===== config.mk =====
export PLATFORM = sky130hd
export DESIGN_NAME = html_entity_unescape_core
export DESIGN_NICKNAME = d
export VERILOG_FILES = /design/src/heu_pkg.sv /design/src/heu_front.sv /design/src/heu_cmd_fifo.sv /design/src/heu_back.sv /design/src/html_entity_unescape_core.sv
export SDC_FILE = /design/constraint.sdc
export NUM_CORES = 1
export LEC_CHECK = 0
export ABC_AREA = 1
export BUFFER_PORTS_ARGS = -buffer_cell sky130_fd_sc_hd__clkbuf_2
export CAP_MARGIN = 10
export CORE_MARGIN = 2
export CORE_UTILIZATION = 56
export CTS_CLUSTER_SIZE = 16
export DETAILED_ROUTE_END_ITERATION = 8
export PLACE_DENSITY_LB_ADDON = 0.08
export SLEW_MARGIN = 0
export SYNTH_ARGS = -nofsm -noshare
export SYNTH_HDL_FRONTEND = slang
export SYNTH_HIERARCHICAL = 1
export SYNTH_SLANG_ARGS = --single-unit

===== constraint.sdc =====
create_clock -name clk_i -period 3.3 [get_ports clk_i]
set_clock_uncertainty 0.15 [all_clocks]
set_input_delay 0.165 -clock clk_i [delete_from_list [all_inputs] [get_ports clk_i]]
set_output_delay 0.165 -clock clk_i [all_outputs]
set_load 0.01 [all_outputs]

===== src/heu_pkg.sv =====
// shared types, trie node codes and lookup functions for the entity decoder
// no dependencies; imported by every module of the block
package heu_pkg;

  // default depth of the command queue between front and back
  localparam int unsigned CmdDepthDefault = 4;

  // character codes
  localparam logic [7:0] ChAnd   = 8'h26;
  localparam logic [7:0] ChA     = 8'h61;
  localparam logic [7:0] ChL     = 8'h6c;
  localparam logic [7:0] ChG     = 8'h67;
  localparam logic [7:0] ChQ     = 8'h71;
  localparam logic [7:0] ChHash  = 8'h23;
  localparam logic [7:0] ChM     = 8'h6d;
  localparam logic [7:0] ChP     = 8'h70;
  localparam logic [7:0] ChSemi  = 8'h3b;
  localparam logic [7:0] ChT     = 8'h74;
  localparam logic [7:0] ChU     = 8'h75;
  localparam logic [7:0] ChO     = 8'h6f;
  localparam logic [7:0] Ch3     = 8'h33;
  localparam logic [7:0] Ch9     = 8'h39;
  localparam logic [7:0] ChDquot = 8'h22;
  localparam logic [7:0] ChApos  = 8'h27;
  localparam logic [7:0] ChLt    = 8'h3c;
  localparam logic [7:0] ChGt    = 8'h3e;

  // trie nodes: each names the entity prefix held so far
  typedef enum logic [3:0] {
    ND_IDLE   = 4'd0,
    ND_AND    = 4'd1,
    ND_A      = 4'd2,
    ND_AM     = 4'd3,
    ND_AMP    = 4'd4,
    ND_L      = 4'd5,
    ND_LT     = 4'd6,
    ND_G      = 4'd7,
    ND_GT     = 4'd8,
    ND_Q      = 4'd9,
    ND_QU     = 4'd10,
    ND_QUO    = 4'd11,
    ND_QUOT   = 4'd12,
    ND_HASH   = 4'd13,
    ND_HASH3  = 4'd14,
    ND_HASH39 = 4'd15
  } heu_node_e;

  typedef struct packed {
    logic [7:0] char_in;
    logic       end_of_text;
  } heu_in_t;

  typedef struct packed {
    logic [7:0] char_out;
    logic       final_out;
  } heu_out_t;

  // at most one command per accepted byte: flush a held prefix, then an optional byte
  typedef struct packed {
    heu_node_e  flush_node;
    logic       mid_valid;
    logic [7:0] mid_byte;
    logic       last;
  } heu_cmd_t;

  // number of bytes held by a node
  function automatic logic [2:0] held_len(input heu_node_e node);
    logic [2:0] len;
    case (node)
      ND_IDLE:                              len = 3'd0;
      ND_AND:                               len = 3'd1;
      ND_A, ND_L, ND_G, ND_Q, ND_HASH:      len = 3'd2;
      ND_AM, ND_LT, ND_GT, ND_QU, ND_HASH3: len = 3'd3;
      ND_AMP, ND_QUO, ND_HASH39:            len = 3'd4;
      ND_QUOT:                              len = 3'd5;
      default:                              len = 3'd0;
    endcase
    return len;
  endfunction

  // held bytes of a node, first byte in the low lane
  function automatic logic [39:0] held_text(input heu_node_e node);
    logic [39:0] txt;
    case (node)
      ND_IDLE:   txt = '0;
      ND_AND:    txt = {32'h0, ChAnd};
      ND_A:      txt = {24'h0, ChA, ChAnd};
      ND_AM:     txt = {16'h0, ChM, ChA, ChAnd};
      ND_AMP:    txt = {8'h0, ChP, ChM, ChA, ChAnd};
      ND_L:      txt = {24'h0, ChL, ChAnd};
      ND_LT:     txt = {16'h0, ChT, ChL, ChAnd};
      ND_G:      txt = {24'h0, ChG, ChAnd};
      ND_GT:     txt = {16'h0, ChT, ChG, ChAnd};
      ND_Q:      txt = {24'h0, ChQ, ChAnd};
      ND_QU:     txt = {16'h0, ChU, ChQ, ChAnd};
      ND_QUO:    txt = {8'h0, ChO, ChU, ChQ, ChAnd};
      ND_QUOT:   txt = {ChT, ChO, ChU, ChQ, ChAnd};
      ND_HASH:   txt = {24'h0, ChHash, ChAnd};
      ND_HASH3:  txt = {16'h0, Ch3, ChHash, ChAnd};
      ND_HASH39: txt = {8'h0, Ch9, Ch3, ChHash, ChAnd};
      default:   txt = '0;
    endcase
    return txt;
  endfunction

  // one held byte of a node by position
  function automatic logic [7:0] held_char(input heu_node_e node, input logic [2:0] idx);
    logic [39:0] txt;
    logic [7:0]  ch;
    txt = held_text(node);
    case (idx)
      3'd0:    ch = txt[7:0];
      3'd1:    ch = txt[15:8];
      3'd2:    ch = txt[23:16];
      3'd3:    ch = txt[31:24];
      3'd4:    ch = txt[39:32];
      default: ch = 8'h00;
    endcase
    return ch;
  endfunction

  // byte that advances a node of depth two or more
  function automatic logic [7:0] next_byte(input heu_node_e node);
    logic [7:0] ch;
    case (node)
      ND_A:                                       ch = ChM;
      ND_AM:                                      ch = ChP;
      ND_L, ND_G:                                 ch = ChT;
      ND_Q:                                       ch = ChU;
      ND_QU:                                      ch = ChO;
      ND_QUO:                                     ch = ChT;
      ND_HASH:                                    ch = Ch3;
      ND_HASH3:                                   ch = Ch9;
      ND_AMP, ND_LT, ND_GT, ND_QUOT, ND_HASH39:   ch = ChSemi;
      default:                                    ch = 8'h00;
    endcase
    return ch;
  endfunction

  // replacement byte of nodes that complete an entity on ';'
  function automatic logic [7:0] repl_byte(input heu_node_e node);
    logic [7:0] ch;
    case (node)
      ND_AMP:    ch = ChAnd;
      ND_LT:     ch = ChLt;
      ND_GT:     ch = ChGt;
      ND_QUOT:   ch = ChDquot;
      ND_HASH39: ch = ChApos;
      default:   ch = 8'h00;
    endcase
    return ch;
  endfunction

endpackage


===== src/heu_front.sv =====
// front end: trie walk over the input bytes, at most one command per transaction
// depends on heu_pkg
module heu_front import heu_pkg::*; (
  input  logic     clk_i,
  input  logic     rst_ni,
  input  logic     accept_i,
  input  heu_in_t  in_data_i,
  output logic     cmd_push_o,
  output heu_cmd_t cmd_o
);

  heu_node_e match_node_q, match_node_d;
  heu_node_e nxt;
  logic      advanced;
  logic [7:0] ch;
  logic       last;

  assign ch   = in_data_i.char_in;
  assign last = in_data_i.end_of_text;

  // trie step
  always_comb begin
    advanced = 1'b0;
    nxt      = ND_IDLE;
    if (match_node_q == ND_AND) begin
      advanced = 1'b1;
      case (ch)
        ChA:     nxt = ND_A;
        ChL:     nxt = ND_L;
        ChG:     nxt = ND_G;
        ChQ:     nxt = ND_Q;
        ChHash:  nxt = ND_HASH;
        default: advanced = 1'b0;
      endcase
    end else if (match_node_q != ND_IDLE && ch == next_byte(match_node_q)) begin
      advanced = 1'b1;
      if (repl_byte(match_node_q) != 8'h00) begin
        nxt = ND_IDLE;
      end else begin
        nxt = heu_node_e'(match_node_q + 4'd1);
      end
    end
    // a byte that breaks the match starts a new one if it is '&'
    if (!advanced && ch == ChAnd) begin
      nxt = ND_AND;
    end
  end

  // classify into a command: a broken prefix flushes, a pending one flushes at the end
  always_comb begin
    cmd_o.last = last;
    if (advanced) begin
      if (nxt == ND_IDLE) begin
        cmd_o.flush_node = ND_IDLE;
        cmd_o.mid_valid  = 1'b1;
        cmd_o.mid_byte   = repl_byte(match_node_q);
      end else begin
        cmd_o.flush_node = last ? nxt : ND_IDLE;
        cmd_o.mid_valid  = 1'b0;
        cmd_o.mid_byte   = ch;
      end
    end else begin
      // a new '&' at the end flushes as itself
      cmd_o.flush_node = match_node_q;
      cmd_o.mid_valid  = (ch != ChAnd) || last;
      cmd_o.mid_byte   = ch;
    end
  end

  assign cmd_push_o = accept_i && (cmd_o.mid_valid || cmd_o.flush_node != ND_IDLE);

  always_comb begin
    match_node_d = match_node_q;
    if (accept_i) begin
      match_node_d = last ? ND_IDLE : nxt;
    end
  end

  always_ff @(posedge clk_i or negedge rst_ni) begin
    if (!rst_ni) begin
      match_node_q <= ND_IDLE;
    end else begin
      match_node_q <= match_node_d;
    end
  end

  // end of text always leaves the trie idle
  a_end_idle: assert property (@(posedge clk_i) disable iff (!rst_ni)
    accept_i && last |=> match_node_q == ND_IDLE)
    else $error("trie not idle after end of text");

endmodule


===== src/heu_cmd_fifo.sv =====
// command queue between front and back
// depends on heu_pkg
module heu_cmd_fifo import heu_pkg::*; #(
  parameter int unsigned Depth = CmdDepthDefault
) (
  input  logic     clk_i,
  input  logic     rst_ni,
  input  logic     push_i,
  input  heu_cmd_t cmd_i,
  input  logic     pop_i,
  output heu_cmd_t head_o,
  output logic     empty_o,
  output logic     full_o
);

  localparam int unsigned PtrW = (Depth > 1) ? $clog2(Depth) : 1;
  localparam int unsigned CntW = $clog2(Depth + 1);
  localparam logic [PtrW-1:0] PtrLast = PtrW'(Depth - 1);
  localparam logic [CntW-1:0] CntFull = CntW'(Depth);

  heu_cmd_t            mem_q [Depth];
  logic [PtrW-1:0]     wr_ptr_q, wr_ptr_d, rd_ptr_q, rd_ptr_d;
  logic [CntW-1:0]     count_q, count_d;
  logic                do_push, do_pop;

  assign empty_o = (count_q == '0);
  assign full_o  = (count_q == CntFull);
  assign do_push = push_i && !full_o;
  assign do_pop  = pop_i && !empty_o;
  assign head_o  = mem_q[rd_ptr_q];

  // pointer and fill bookkeeping
  always_comb begin
    wr_ptr_d = wr_ptr_q;
    rd_ptr_d = rd_ptr_q;
    count_d  = count_q;
    if (do_push) begin
      wr_ptr_d = (wr_ptr_q == PtrLast) ? '0 : wr_ptr_q + PtrW'(1);
    end
    if (do_pop) begin
      rd_ptr_d = (rd_ptr_q == PtrLast) ? '0 : rd_ptr_q + PtrW'(1);
    end
    if (do_push && !do_pop) begin
      count_d = count_q + CntW'(1);
    end else if (do_pop && !do_push) begin
      count_d = count_q - CntW'(1);
    end
  end

  always_ff @(posedge clk_i or negedge rst_ni) begin
    if (!rst_ni) begin
      wr_ptr_q <= '0;
      rd_ptr_q <= '0;
      count_q  <= '0;
    end else begin
      wr_ptr_q <= wr_ptr_d;
      rd_ptr_q <= rd_ptr_d;
      count_q  <= count_d;
    end
  end

  // storage
  always_ff @(posedge clk_i) begin
    if (do_push) begin
      mem_q[wr_ptr_q] <= cmd_i;
    end
  end

  a_count_range: assert property (@(posedge clk_i) disable iff (!rst_ni)
    count_q <= CntFull)
    else $error("command queue overfilled");

endmodule


===== src/heu_back.sv =====
// back end: expands commands into output bytes behind an output register
// depends on heu_pkg
module heu_back import heu_pkg::*; (
  input  logic     clk_i,
  input  logic     rst_ni,
  input  heu_cmd_t head_i,
  input  logic     head_valid_i,
  output logic     head_pop_o,
  input  logic     pop_i,
  output logic     empty_o,
  output heu_out_t out_data_o
);

  logic [2:0] pos_q, pos_d;
  logic [2:0] flush_len, total;
  logic       is_last_byte, load;
  logic [7:0] cur_byte;
  logic       out_valid_q, out_valid_d;
  heu_out_t   out_q;

  // byte selection for the current position of the head command
  assign flush_len    = held_len(head_i.flush_node);
  assign total        = flush_len + {2'b00, head_i.mid_valid};
  assign is_last_byte = (pos_q == total - 3'd1);
  assign cur_byte     = (pos_q < flush_len) ? held_char(head_i.flush_node, pos_q)
                                            : head_i.mid_byte;

  assign load       = head_valid_i && (!out_valid_q || pop_i);
  assign head_pop_o = load && is_last_byte;

  always_comb begin
    pos_d = pos_q;
    if (load) begin
      pos_d = is_last_byte ? 3'd0 : pos_q + 3'd1;
    end
  end

  always_comb begin
    out_valid_d = out_valid_q;
    if (load) begin
      out_valid_d = 1'b1;
    end else if (pop_i) begin
      out_valid_d = 1'b0;
    end
  end

  always_ff @(posedge clk_i or negedge rst_ni) begin
    if (!rst_ni) begin
      pos_q       <= 3'd0;
      out_valid_q <= 1'b0;
    end else begin
      pos_q       <= pos_d;
      out_valid_q <= out_valid_d;
    end
  end

  // output register
  always_ff @(posedge clk_i) begin
    if (load) begin
      out_q.char_out  <= cur_byte;
      out_q.final_out <= head_i.last && is_last_byte;
    end
  end

  assign empty_o    = !out_valid_q;
  assign out_data_o = out_q;

  // position never runs past the head command
  a_pos_in_range: assert property (@(posedge clk_i) disable iff (!rst_ni)
    head_valid_i |-> pos_q < total)
    else $error("expansion position past command length");

  // with no command at the head the expansion position is back at zero
  a_idle_pos: assert property (@(posedge clk_i) disable iff (!rst_ni)
    !head_valid_i |-> pos_q == 3'd0)
    else $error("expansion position left over without a command");

endmodule


===== src/html_entity_unescape_core.sv =====
// Streaming HTML entity decoder. One text byte is taken per transaction and
// the five entities &amp; &lt; &gt; &quot; &#39; come out as & < > " '; other
// bytes pass through, and a prefix broken by a byte is replayed unchanged. An
// input byte is taken every cycle while the command queue between the trie
// front end and the expander has room; the expander delivers one output byte
// per cycle while its output register is free or popped; a byte that releases
// a held prefix sends the released bytes (up to six) out in turn. Bytes pass
// the command queue and then the output register. end_of_text flushes any held
// prefix and the last output byte of that input carries final_out.
// depends on heu_pkg, heu_front, heu_cmd_fifo, heu_back
module html_entity_unescape_core import heu_pkg::*; #(
  parameter int unsigned CmdDepth = CmdDepthDefault
) (
  input  logic     clk_i,
  input  logic     rst_ni,
  input  logic     push,
  output logic     full,
  input  heu_in_t  in_data_i,
  output logic     empty,
  input  logic     pop,
  output heu_out_t out_data_o
);

  logic     accept;
  logic     cmd_push, cmd_pop, cmd_empty, cmd_full;
  heu_cmd_t cmd, cmd_head;

  assign accept = push && !cmd_full;
  assign full   = cmd_full;

  // trie walk and classification
  heu_front u_front (
    .clk_i      (clk_i),
    .rst_ni     (rst_ni),
    .accept_i   (accept),
    .in_data_i  (in_data_i),
    .cmd_push_o (cmd_push),
    .cmd_o      (cmd)
  );

  // decoupling queue
  heu_cmd_fifo #(
    .Depth (CmdDepth)
  ) u_cmd_fifo (
    .clk_i   (clk_i),
    .rst_ni  (rst_ni),
    .push_i  (cmd_push),
    .cmd_i   (cmd),
    .pop_i   (cmd_pop),
    .head_o  (cmd_head),
    .empty_o (cmd_empty),
    .full_o  (cmd_full)
  );

  // byte expansion and output register
  heu_back u_back (
    .clk_i        (clk_i),
    .rst_ni       (rst_ni),
    .head_i       (cmd_head),
    .head_valid_i (!cmd_empty),
    .head_pop_o   (cmd_pop),
    .pop_i        (pop),
    .empty_o      (empty),
    .out_data_o   (out_data_o)
  );

endmodule


==> flow_summary.ini, run 1 <==
[die]
core_um2 = 9284
ios = 24
dieArea_um2 = 10380
die_y_um = 101.9
start_util_pct = 57.78
die_x_um = 101.9
rows = 35

[clocking]
cts.clk_slew.worst_paths_ns = 0.09
htreeDepth = 3
clock_latency_ns = 0.34
cts_made_buffers = 9
cts_tree = done
cts_sinks = 80
cts_buffer_depth = 2
cts-root-buf = clkbuf_8

[detailed_routing]
drt-initial-drc-count = 264
drtAntennaViolNets = 0
via_per_inst = 5.263
drt_drc_violations_left = 0
dr.pass1.iters = 5
wire_per_inst_um = 14.44
vias = 4768
wl_mm = 13.08

[global_route]
globalRouteOverflowTotal = 0
use_met3_pct = 3.488
grt_usage_pct = 26.49
grt.met1_usage_pct = 34.37
met2_usage_pct = 46.76
antenna_found_initial = 0
grt_max_degree = 33
busiest_layer = met2
grt_pass1_vias = 4641
grt_pass1_wl_mm = 21.66

[worst_setup_path]
worstPathMaxFanout = 6
r2r_cells = 26
crit_required_ns = 3.39
start_kind = flip-flop
critPathKind = reg2reg
cp.arrival_ns = 3.54
end_kind = flip-flop

[power_and_ir_drop]
power_density_nw_per_um2 = 828.9
power_frac_comb_pct = 59.9
netSwitchingFraction_pct = 43.81
power.share.clock_pct = 13.1
p_int_uw = 3263
p_leak_uw = 0.003296
p_seq_share_pct = 27.0
ir_worst_vdd_v = 0.0006433
p_sw_uw = 2544

[layout]
syn_to_final_growth_pct = 30.60
drive_gt1_share_pct = 36.55
final_cells = 906
n_fill_cell = 687
final_cell_mix = 172 x nand2_1, 90 x buf_4, 87 x inv_1
layout_commonest_cell = nand2_1
final_nets = 816
antenna_cells = 0

[yosys]
synth_seq_cells = 80
ys_types = 40
syn_area_um2 = 5364
syn_avg_cell_area_um2 = 8.227
syn_nets = 696
ys_warn_count = 6
ys_seq_area_share_pct = 43.39
async_flop_share_pct = 18.75
synth_ff_type = edfxtp_1
syn_inst = 652
synth_edf_count = 65

[sta]
holdWs_ns = 0.07994
fin_ws_ns = -0.1529
fin_crit_sh_pct = 104.6
setup_viol = 2
finalCriticalPeriod_ns = 3.453
max_freq_mhz = 289.6
slew_violations = 0
max_slew_margin_pct = 67.35
rsz0062_at_grt = true
max_slew.worst_pin.slew_ns = 0.4847
hold_viol = 0

[placed_design]
gp_congestion = 0.9851
dp_worst_setup_slack_ns = -0.2039
dp_cells = 855
io_buffers = 23
hpwlAfterDp_mm = 9.334

[status]
status = complete, but fails checks
failed_checks = setup timing

[run]
maxCapViolCount = 0

[hold_path]
hp-class = in2reg
hold_path_depth = 1
==> kinds of logic after synthesis <==
group                    after synthesis  share of synthesized area [%]
adder cells (fa/ha/maj)               31                          7.371
flip-flops                            80                          43.39
buffers and inverters                128                          10.57
AND/OR/NAND/NOR                      342                          28.41
AO/OA/AOI/OAI                         67                          9.611
XOR/XNOR                               4                         0.6531
==> repair_timing <==
action / 4_1_cts / 5_1_grt
hold buffers: 4 / 0
cloned: 1 / 0
pin swaps: 47 / 23
endpoints found under the hold margin: 21 / 0
setup endpoints to repair: 2 / 65
setup buffers: 21 / 9
gates resized for setup: 72 / 22
==> worst max-delay path, cell delays in order, from the launching register on <==
cell	delay (ns)
dfrtp_2	0.48
inv_4	0.08
buf_4	0.14
ha_4	0.15
buf_4	0.13
a21oi_2	0.11
nand2_1	0.07
nor2_1	0.11
nand2_1	0.06
nor2_1	0.15
nand3_1	0.11
nand2_1	0.12
inv_2	0.07
nor2_4	0.11
nor2_4	0.05
nand3_2	0.07
nor2_1	0.05
nor2_2	0.13
nand2_2	0.08
inv_2	0.07
ha_4	0.14
inv_4	0.04
fa_2	0.35
nand2_2	0.10
nand3_2	0.07
nand2_1	0.07
nand2_1	0.06
==> power groups by stage <==
stage	Combinational [uW]	Sequential, uW	Clock [uW]
after floorplan	2180	1590	0
after global placement	2970	1600	0
after detailed placement	3040	1610	0
after CTS	3440	1570	772
after global routing	3890	1600	805
final	3480	1570	759
==> per-layer routing <==
| layer | vias up | wire length (um) |
|---|---|---|
| met5 | - | 0 |
| met4 | 0 | 268 |
| met1 | 2213 | 5638 |
| met3 | 32 | 646 |
| li1 | 2360 | - |
| met2 | 163 | 6529 |
==> synthesized netlist by cell type (3+ instances only) <==
| master | number | share of area, % |
|---|---|---|
| nand2_2 | 16 | 1.9 |
| clkbuf_1 | 3 | 0.21 |
| a21oi_1 | 10 | 0.93 |
| o22ai_1 | 3 | 0.35 |
| o21ai_1 | 8 | 0.75 |
| nor3_1 | 5 | 0.47 |
| inv_1 | 98 | 6.9 |
| o211ai_2 | 14 | 3.3 |
| o21ai_0 | 12 | 1.1 |
| buf_4 | 3 | 0.42 |
| buf_6 | 5 | 1.0 |
| nand2_4 | 3 | 0.63 |
| inv_2 | 9 | 0.63 |
| nor2_1 | 44 | 3.1 |
| o211ai_1 | 14 | 2.0 |
| nand3_2 | 5 | 0.93 |
| buf_2 | 6 | 0.56 |
| nand4_1 | 10 | 1.2 |
| nor2_2 | 6 | 0.70 |
| nand3_1 | 54 | 5.0 |
| edfxtp_1 | 65 | 36 |
| xnor2_1 | 4 | 0.65 |
| dfrtp_1 | 15 | 7.0 |
| nand2_1 | 193 | 14 |
| ha_1 | 30 | 7.0 |
==> metrics by stage <==
step	power, uW	utilization, %	instance area (um^2)	TNS [ns]
final	5807	75.46	7005	-0.2805
after detailed placement	4644	66.40	6165	-0.3943
after global placement	4565	66.40	6165	-0.2269
after CTS	5777	73.81	6853	-0.01509
after global routing	6295	75.46	7005	-1.568
after floorplan	3770	-	5470	-0.1623
==> registers in the layout, summed over array words and instances, names as in the netlist <==
name                  flops
u_back/out_data_o         9
u_back/out_valid_q        1
u_back/pos_q              3
u_cmd_fifo/count_q        3
u_cmd_fifo/mem_q         56
u_cmd_fifo/rd_ptr_q       2
u_cmd_fifo/wr_ptr_q       2
u_front/match_node_q      4
==> path summary, 6_finish.rpt <==
kind | start | endpoint | slack [ns]
setup / recovery | u_front/match_node_q[1]$_DFFE_PN0P_ | u_cmd_fifo/count_q[2]$_DFFE_PN0P_ | -0.15
max in group asynchronous | rst_ni | u_front/match_node_q[2]$_DFFE_PN0P_ | 2.58
hold reg to reg | u_cmd_fifo/count_q[2]$_DFFE_PN0P_ | u_cmd_fifo/count_q[2]$_DFFE_PN0P_ | 0.41
min in group asynchronous | rst_ni | u_cmd_fifo/count_q[0]$_DFFE_PN0P_ | 0.11
hold / removal | in_data_i[0] | u_cmd_fifo/mem_q[2][0]$_DFFE_PP_ | 0.08
setup reg to reg | u_front/match_node_q[1]$_DFFE_PN0P_ | u_cmd_fifo/count_q[2]$_DFFE_PN0P_ | -0.15
==> layout make-up <==
type	count	area (um^2)	area share, %
Clock buffer	9	123.9	1.768
Inverter	109	424.2	6.055
Tap cell	129	161.4	2.304
Clock inverter	7	86.33	1.232
Sequential cell	80	2333	33.31
Timing Repair Buffer	127	972.2	13.88
Multi-Input combinational cell	445	2904	41.45
No activity file was read; power rests on OpenSTA's default activity.
==> run 2: changes to the inputs <==
--- a/config.mk
+++ b/config.mk
@@ -12,7 +12,7 @@
 export CORE_UTILIZATION = 56
 export CTS_CLUSTER_SIZE = 16
 export DETAILED_ROUTE_END_ITERATION = 8
-export PLACE_DENSITY_LB_ADDON = 0.08
+export PLACE_DENSITY = 0.73
 export SLEW_MARGIN = 0
 export SYNTH_ARGS = -nofsm -noshare
 export SYNTH_HDL_FRONTEND = slang
==> run 2 against run 1 <==
- the run still ends with setup timing left
- clock power is 16% lower
- global-route usage fell by 0.13 points
- design area down 0.29%
- largest power group unchanged
- highest routed layer unchanged
==> flow_summary.ini, run 2 (synthesis results as in run 1) <==
[run]
maxCapViolCount = 0

[sta]
slew_violations = 0
finalCriticalPeriod_ns = 3.395
rsz0062_at_grt = true
max_slew.worst_pin.slew_ns = 0.4939
max_slew_margin_pct = 66.73
setup_viol = 3
max_freq_mhz = 294.6
fin_crit_sh_pct = 102.9
hold_viol = 0
fin_ws_ns = -0.09489

[global_route]
globalRouteOverflowTotal = 0
use_met3_pct = 4.036
grt_pass1_vias = 4604
met2_usage_pct = 45.65
busiest_layer = met2
grt_pass1_wl_mm = 21.38
grt.met1_usage_pct = 33.92
grt_usage_pct = 26.35
antenna_found_initial = 0
grt_max_degree = 33

[worst_setup_path]
endpoint = u_cmd_fifo/count_q[1]$_DFFE_PN0P_
critPathKind = reg2reg
rrSetupSlack_ns = -0.09
cp.arrival_ns = 3.48
worstPathMaxFanout = 8
r2r_cells = 20
start_kind = flip-flop
end_kind = flip-flop
reg2reg_to = u_cmd_fifo/count_q[1]$_DFFE_PN0P_
crit_required_ns = 3.39
crit_start = u_cmd_fifo/rd_ptr_q[0]$_DFFE_PN0P_
r2r_start = u_cmd_fifo/rd_ptr_q[0]$_DFFE_PN0P_

[layout]
final_cell_mix = 174 x nand2_1, 97 x buf_4, 87 x inv_1
regMostFlops = u_cmd_fifo/mem_q
antenna_cells = 0
syn_to_final_growth_pct = 30.23
largest_reg_flops = 56
final_nets = 827
final_cells = 917
fin_util_pct = 75.24
drive_gt1_share_pct = 35.91
layout_commonest_cell = nand2_1

[status]
failed_checks = setup timing
status = complete, but fails checks

[placed_design]
gp_congestion = 0.9710
hpwlAfterDp_mm = 9.036
io_buffers = 23
dp_cells = 850
dp_worst_setup_slack_ns = -0.1746

[power_and_ir_drop]
ir_worst_vdd_v = 0.0004787
p_sw_uw = 2682
power_density_nw_per_um2 = 872.6
p_seq_share_pct = 26.0
netSwitchingFraction_pct = 43.99
power.share.clock_pct = 10.4
p_int_uw = 3414
p_leak_uw = 0.003343
power_frac_comb_pct = 63.5

[detailed_routing]
dr.pass1.iters = 7
drtAntennaViolNets = 0
vias = 4826
via_per_inst = 5.263
drt-initial-drc-count = 290
wire_per_inst_um = 14.83
drt_drc_violations_left = 0
wl_mm = 13.60

[clocking]
clock_latency_ns = 0.34
cts.clk_slew.worst_paths_ns = 0.08
cts_tree = done
htreeDepth = 3
cts_made_buffers = 9
cts_sinks = 80
cts_buffer_depth = 2
cts-root-buf = clkbuf_8

[hold_path]
hold_path_depth = 4
worstHoldStart = push
hp-class = in2reg

[die]
rows = 35
start_util_pct = 57.78
dieArea_um2 = 10380
die_x_um = 101.9
core_um2 = 9284
ios = 24
die_y_um = 101.9
==> run 2: cell count changes in the layout (fill, tap and decap cells not counted), sizes merged <==
cell	before	now
buf	100	110
clkbuf	32	34
clkinv	3	5
bufinv	1	0
clkinvlp	1	0
inv	111	110
==> run 2: power by group through the flow <==
stage / Clock, uW / Combinational [uW] / Sequential [uW]
after floorplan: 0 / 2180 / 1590
after global routing: 685 / 4230 / 1610
after global placement: 0 / 2910 / 1600
after CTS: 648 / 3580 / 1580
final: 636 / 3870 / 1590
after detailed placement: 0 / 3000 / 1610
==> run 2: final cells by class <==
class,count,area [um^2]
Timing Repair Buffer,138,1099
Clock buffer,10,127.6
Tap cell,129,161.4
Clock inverter,6,43.79
Sequential cell,80,2333
Fill cell,662,2298
Multi-Input combinational cell,445,2791
Inverter,109,429.2
==> run 2: worst min path at each step <==
stage	end
global route	u_front/match_node_q[0]$_DFFE_PN0P_
floorplan	u_back/out_valid_q$_DFFE_PN0P_
global placement	u_cmd_fifo/count_q[0]$_DFFE_PN0P_
CTS	u_front/match_node_q[0]$_DFFE_PN0P_
detailed placement	u_cmd_fifo/count_q[0]$_DFFE_PN0P_
finish	u_front/match_node_q[0]$_DFFE_PN0P_
==> run 2: per-stage QoR <==
step | hold slack, ns | area [um^2] | TNS (ns) | total power [uW]
global placement | -0.05104 | 6140 | -0.2102 | 4513
detailed placement | -0.04689 | 6140 | -0.3248 | 4613
finish | 0.03833 | 6985 | -0.2453 | 6096
CTS | 0.02408 | 6718 | -0.1137 | 5811
global route | 0.07537 | 6985 | -1.877 | 6527
floorplan | -0.2806 | 5470 | -0.1623 | 3770
==> run 2: worst max-delay path: stages, from the launching register on <==
cell and delay [ns]:
dfrtp_2 0.48, buf_6 0.16, o211ai_2 0.20, nand2_4 0.10, buf_6 0.13, ha_4 0.17, nand2_2 0.07, nand3_2 0.07
nand2_1 0.08, ha_2 0.18, ha_4 0.20, xnor2_2 0.12, nor2_1 0.11, nand2_2 0.09, nor2_4 0.12, nand2_4 0.07
ha_4 0.17, inv_4 0.06, fa_2 0.42, nand2_1 0.06, o21ai_1 0.05
==> run 2: layer usage <==
layer,up-vias,share of wire (%)
met5,-,0
met4,0,3.4
met3,43,5.8
met2,156,50
met1,2245,41
li1,2382,-
==> run 2: repair_timing <==
item,4_1_cts,5_1_grt
buffers inserted,35,12
resized for setup,31,48
pin swaps,29,28
hold endpoints to repair,24,0
hold buffers,4,0
gates cloned,1,1
endpoints found under the setup margin,2,60
==> run 3: changes to the inputs <==
--- a/config.mk
+++ b/config.mk
@@ -13,6 +13,7 @@
 export CTS_CLUSTER_SIZE = 16
 export DETAILED_ROUTE_END_ITERATION = 8
 export PLACE_DENSITY = 0.73
+export RECOVER_POWER = 50
 export SLEW_MARGIN = 0
 export SYNTH_ARGS = -nofsm -noshare
 export SYNTH_HDL_FRONTEND = slang
==> run 3 against run 2 <==
- the flow still finishes with violations (setup timing)
- largest power group unchanged
- setup slack better by 0.00071 ns
- critical path depth stayed put
- routed wire length is 0.50% higher
- die area stayed put
- total power is 0.16% lower
- register-to-register slack hardly changed
- critical path type unchanged
- final cell count stayed put
- design area is 0.25% lower
- combinational power hardly changed
==> flow_summary.ini, run 3 (synthesis results as in run 1) <==
[status]
status = complete, but fails checks
failed_checks = setup timing

[detailed_routing]
wl_mm = 13.67
via_per_inst = 5.280
top_layer_used = met4
wire_per_inst_um = 14.90
wl_met2_mm = 6.817
wirelength_met1_mm = 5.581
drtAntennaViolNets = 0
dr_wl_met3_um = 813
drt_drc_violations_left = 0
dr.pass1.iters = 7
drt-initial-drc-count = 308
vias = 4842

[clocking]
cts_sinks = 80
cts_tree = done
htreeDepth = 3
cts.clk_slew.worst_paths_ns = 0.08
cts_made_buffers = 9
cts_buffer_depth = 2
cts-root-buf = clkbuf_8
clock_latency_ns = 0.34

[die]
die_y_um = 101.9
dieArea_um2 = 10380
ios = 24
start_util_pct = 57.78
rows = 35
die_x_um = 101.9
core_um2 = 9284

[worst_setup_path]
end_kind = flip-flop
r2r_cells = 20
cp_common_cell = ha_4
critPathKind = reg2reg
cp_slowest_cell = dfrtp_2
worstPathMaxFanout = 8
crit_chain = buf_6, o211ai_2, nand2_4, buf_6, ha_4, nand2_2, nand3_2, nand2_1, ha_2, ha_4, xnor2_2, nor2_1, nand2_2, nor2_4, nand2_4, ha_4, inv_4, fa_2, nand2_1, o21ai_1
cpPeakStageDelay_ns = 0.48
reg2reg_to = u_cmd_fifo/count_q[1]$_DFFE_PN0P_
r2r_start = u_cmd_fifo/rd_ptr_q[0]$_DFFE_PN0P_
crit_buf_inv = 3
crit_required_ns = 3.39
endpoint = u_cmd_fifo/count_q[1]$_DFFE_PN0P_
start_kind = flip-flop
rrSetupSlack_ns = -0.09
worstSetupPathDepth = 20
cp.arrival_ns = 3.49
crit_start = u_cmd_fifo/rd_ptr_q[0]$_DFFE_PN0P_
path_delay_family = adder cells

[power_and_ir_drop]
p_leak_uw = 0.003301
power_density_nw_per_um2 = 873.4
ir_worst_vdd_v = 0.0004800

[sta]
fin_setup_tns_ns = -0.2478
max_slew.worst_pin.slew_ns = 0.8486
holdWs_ns = 0.03838
max_slew_margin_pct = 43.43
slew_violations = 0
hold_viol = 0
max_freq_mhz = 294.6
fin_ws_ns = -0.09417
fin_crit_sh_pct = 102.9
rsz0062_at_grt = true
setup_viol = 3
finalCriticalPeriod_ns = 3.394

[global_route]
grt_max_degree = 33
grt_usage_pct = 26.35
antenna_found_initial = 0
grt_pass1_wl_mm = 21.38
globalRouteOverflowTotal = 0
grt_pass1_vias = 4604

[layout]
final_nets = 827
syn_to_final_growth_pct = 29.90
n_fill_cell = 672
multi_input_area_um2 = 2791
antenna_cells = 0
seq_area_um2 = 2333
drive_gt1_share_pct = 34.01
final_cell_mix = 174 x nand2_1, 97 x buf_4, 88 x inv_1
fin_util_pct = 75.05
largest_reg_flops = 56
layout_commonest_cell = nand2_1
final_cells = 917
regMostFlops = u_cmd_fifo/mem_q

[placed_design]
io_buffers = 23
gp_congestion = 0.9710
dp_cells = 850
hpwlAfterDp_mm = 9.036

[run]
maxCapViolCount = 0

[hold_path]
hp-class = in2reg
==> run 3: worst min path at each step <==
stage	startpoint	end	slack (ns)	cells after the start
after CTS	push	u_front/match_node_q[0]$_DFFE_PN0P_	0.02	4
after global placement	rst_ni	u_cmd_fifo/count_q[0]$_DFFE_PN0P_	-0.05	1
final	push	u_front/match_node_q[0]$_DFFE_PN0P_	0.04	4
after global routing	push	u_front/match_node_q[0]$_DFFE_PN0P_	0.08	4
after detailed placement	rst_ni	u_cmd_fifo/count_q[0]$_DFFE_PN0P_	-0.05	1
after floorplan	rst_ni	u_back/out_valid_q$_DFFE_PN0P_	-0.28	0
==> run 3: per-layer routing <==
metal	up-vias	track usage [%]
li1	2382	-
met1	2261	33.92
met2	161	45.65
met3	38	4.036
met4	0	9.026
met5	-	0
==> run 3: cell type report <==
| class | instances | share of cell area, % |
|---|---|---|
| Clock buffer | 10 | 1.832 |
| Clock inverter | 6 | 0.6285 |
| Inverter | 109 | 6.159 |
| Multi-Input combinational cell | 445 | 40.06 |
| Sequential cell | 80 | 33.49 |
| Tap cell | 129 | 2.316 |
| Timing Repair Buffer | 138 | 15.51 |
==> run 3: worst min-delay path, stage by stage <==
cell and delay, ns:
clkbuf_2 0.08, inv_1 0.05, nor2_2 0.06, o22ai_1 0.13
==> run 3: power by group <==
group | internal, uW | switching, uW | total (uW) | leakage [uW]
Combinational | 1690 | 2170 | 3860 | 0.00243
Sequential | 1430 | 153 | 1590 | 0.000780
Clock | 276 | 361 | 637 | 0.0000883
==> run 3: timing repair <==
action	4_1_cts	5_1_grt
pin swaps	29	28
setup endpoints to repair	2	60
gates cloned	1	1
endpoints found under the hold margin	24	0
setup buffers	35	12
resized for setup	31	48
hold buffers	4	0
==> run 3: metrics by stage <==
stage / instance area (um^2) / total power (uW) / worst slack [ns]
2_1_floorplan: 5470 / 3770 / -0.09374
3_3_place_gp: 6140 / 4513 / -0.1125
3_5_place_dp: 6140 / 4613 / -0.1746
4_1_cts: 6718 / 5811 / -0.05814
5_1_grt: 6968 / 6508 / -0.2925
6_report: 6968 / 6086 / -0.09417
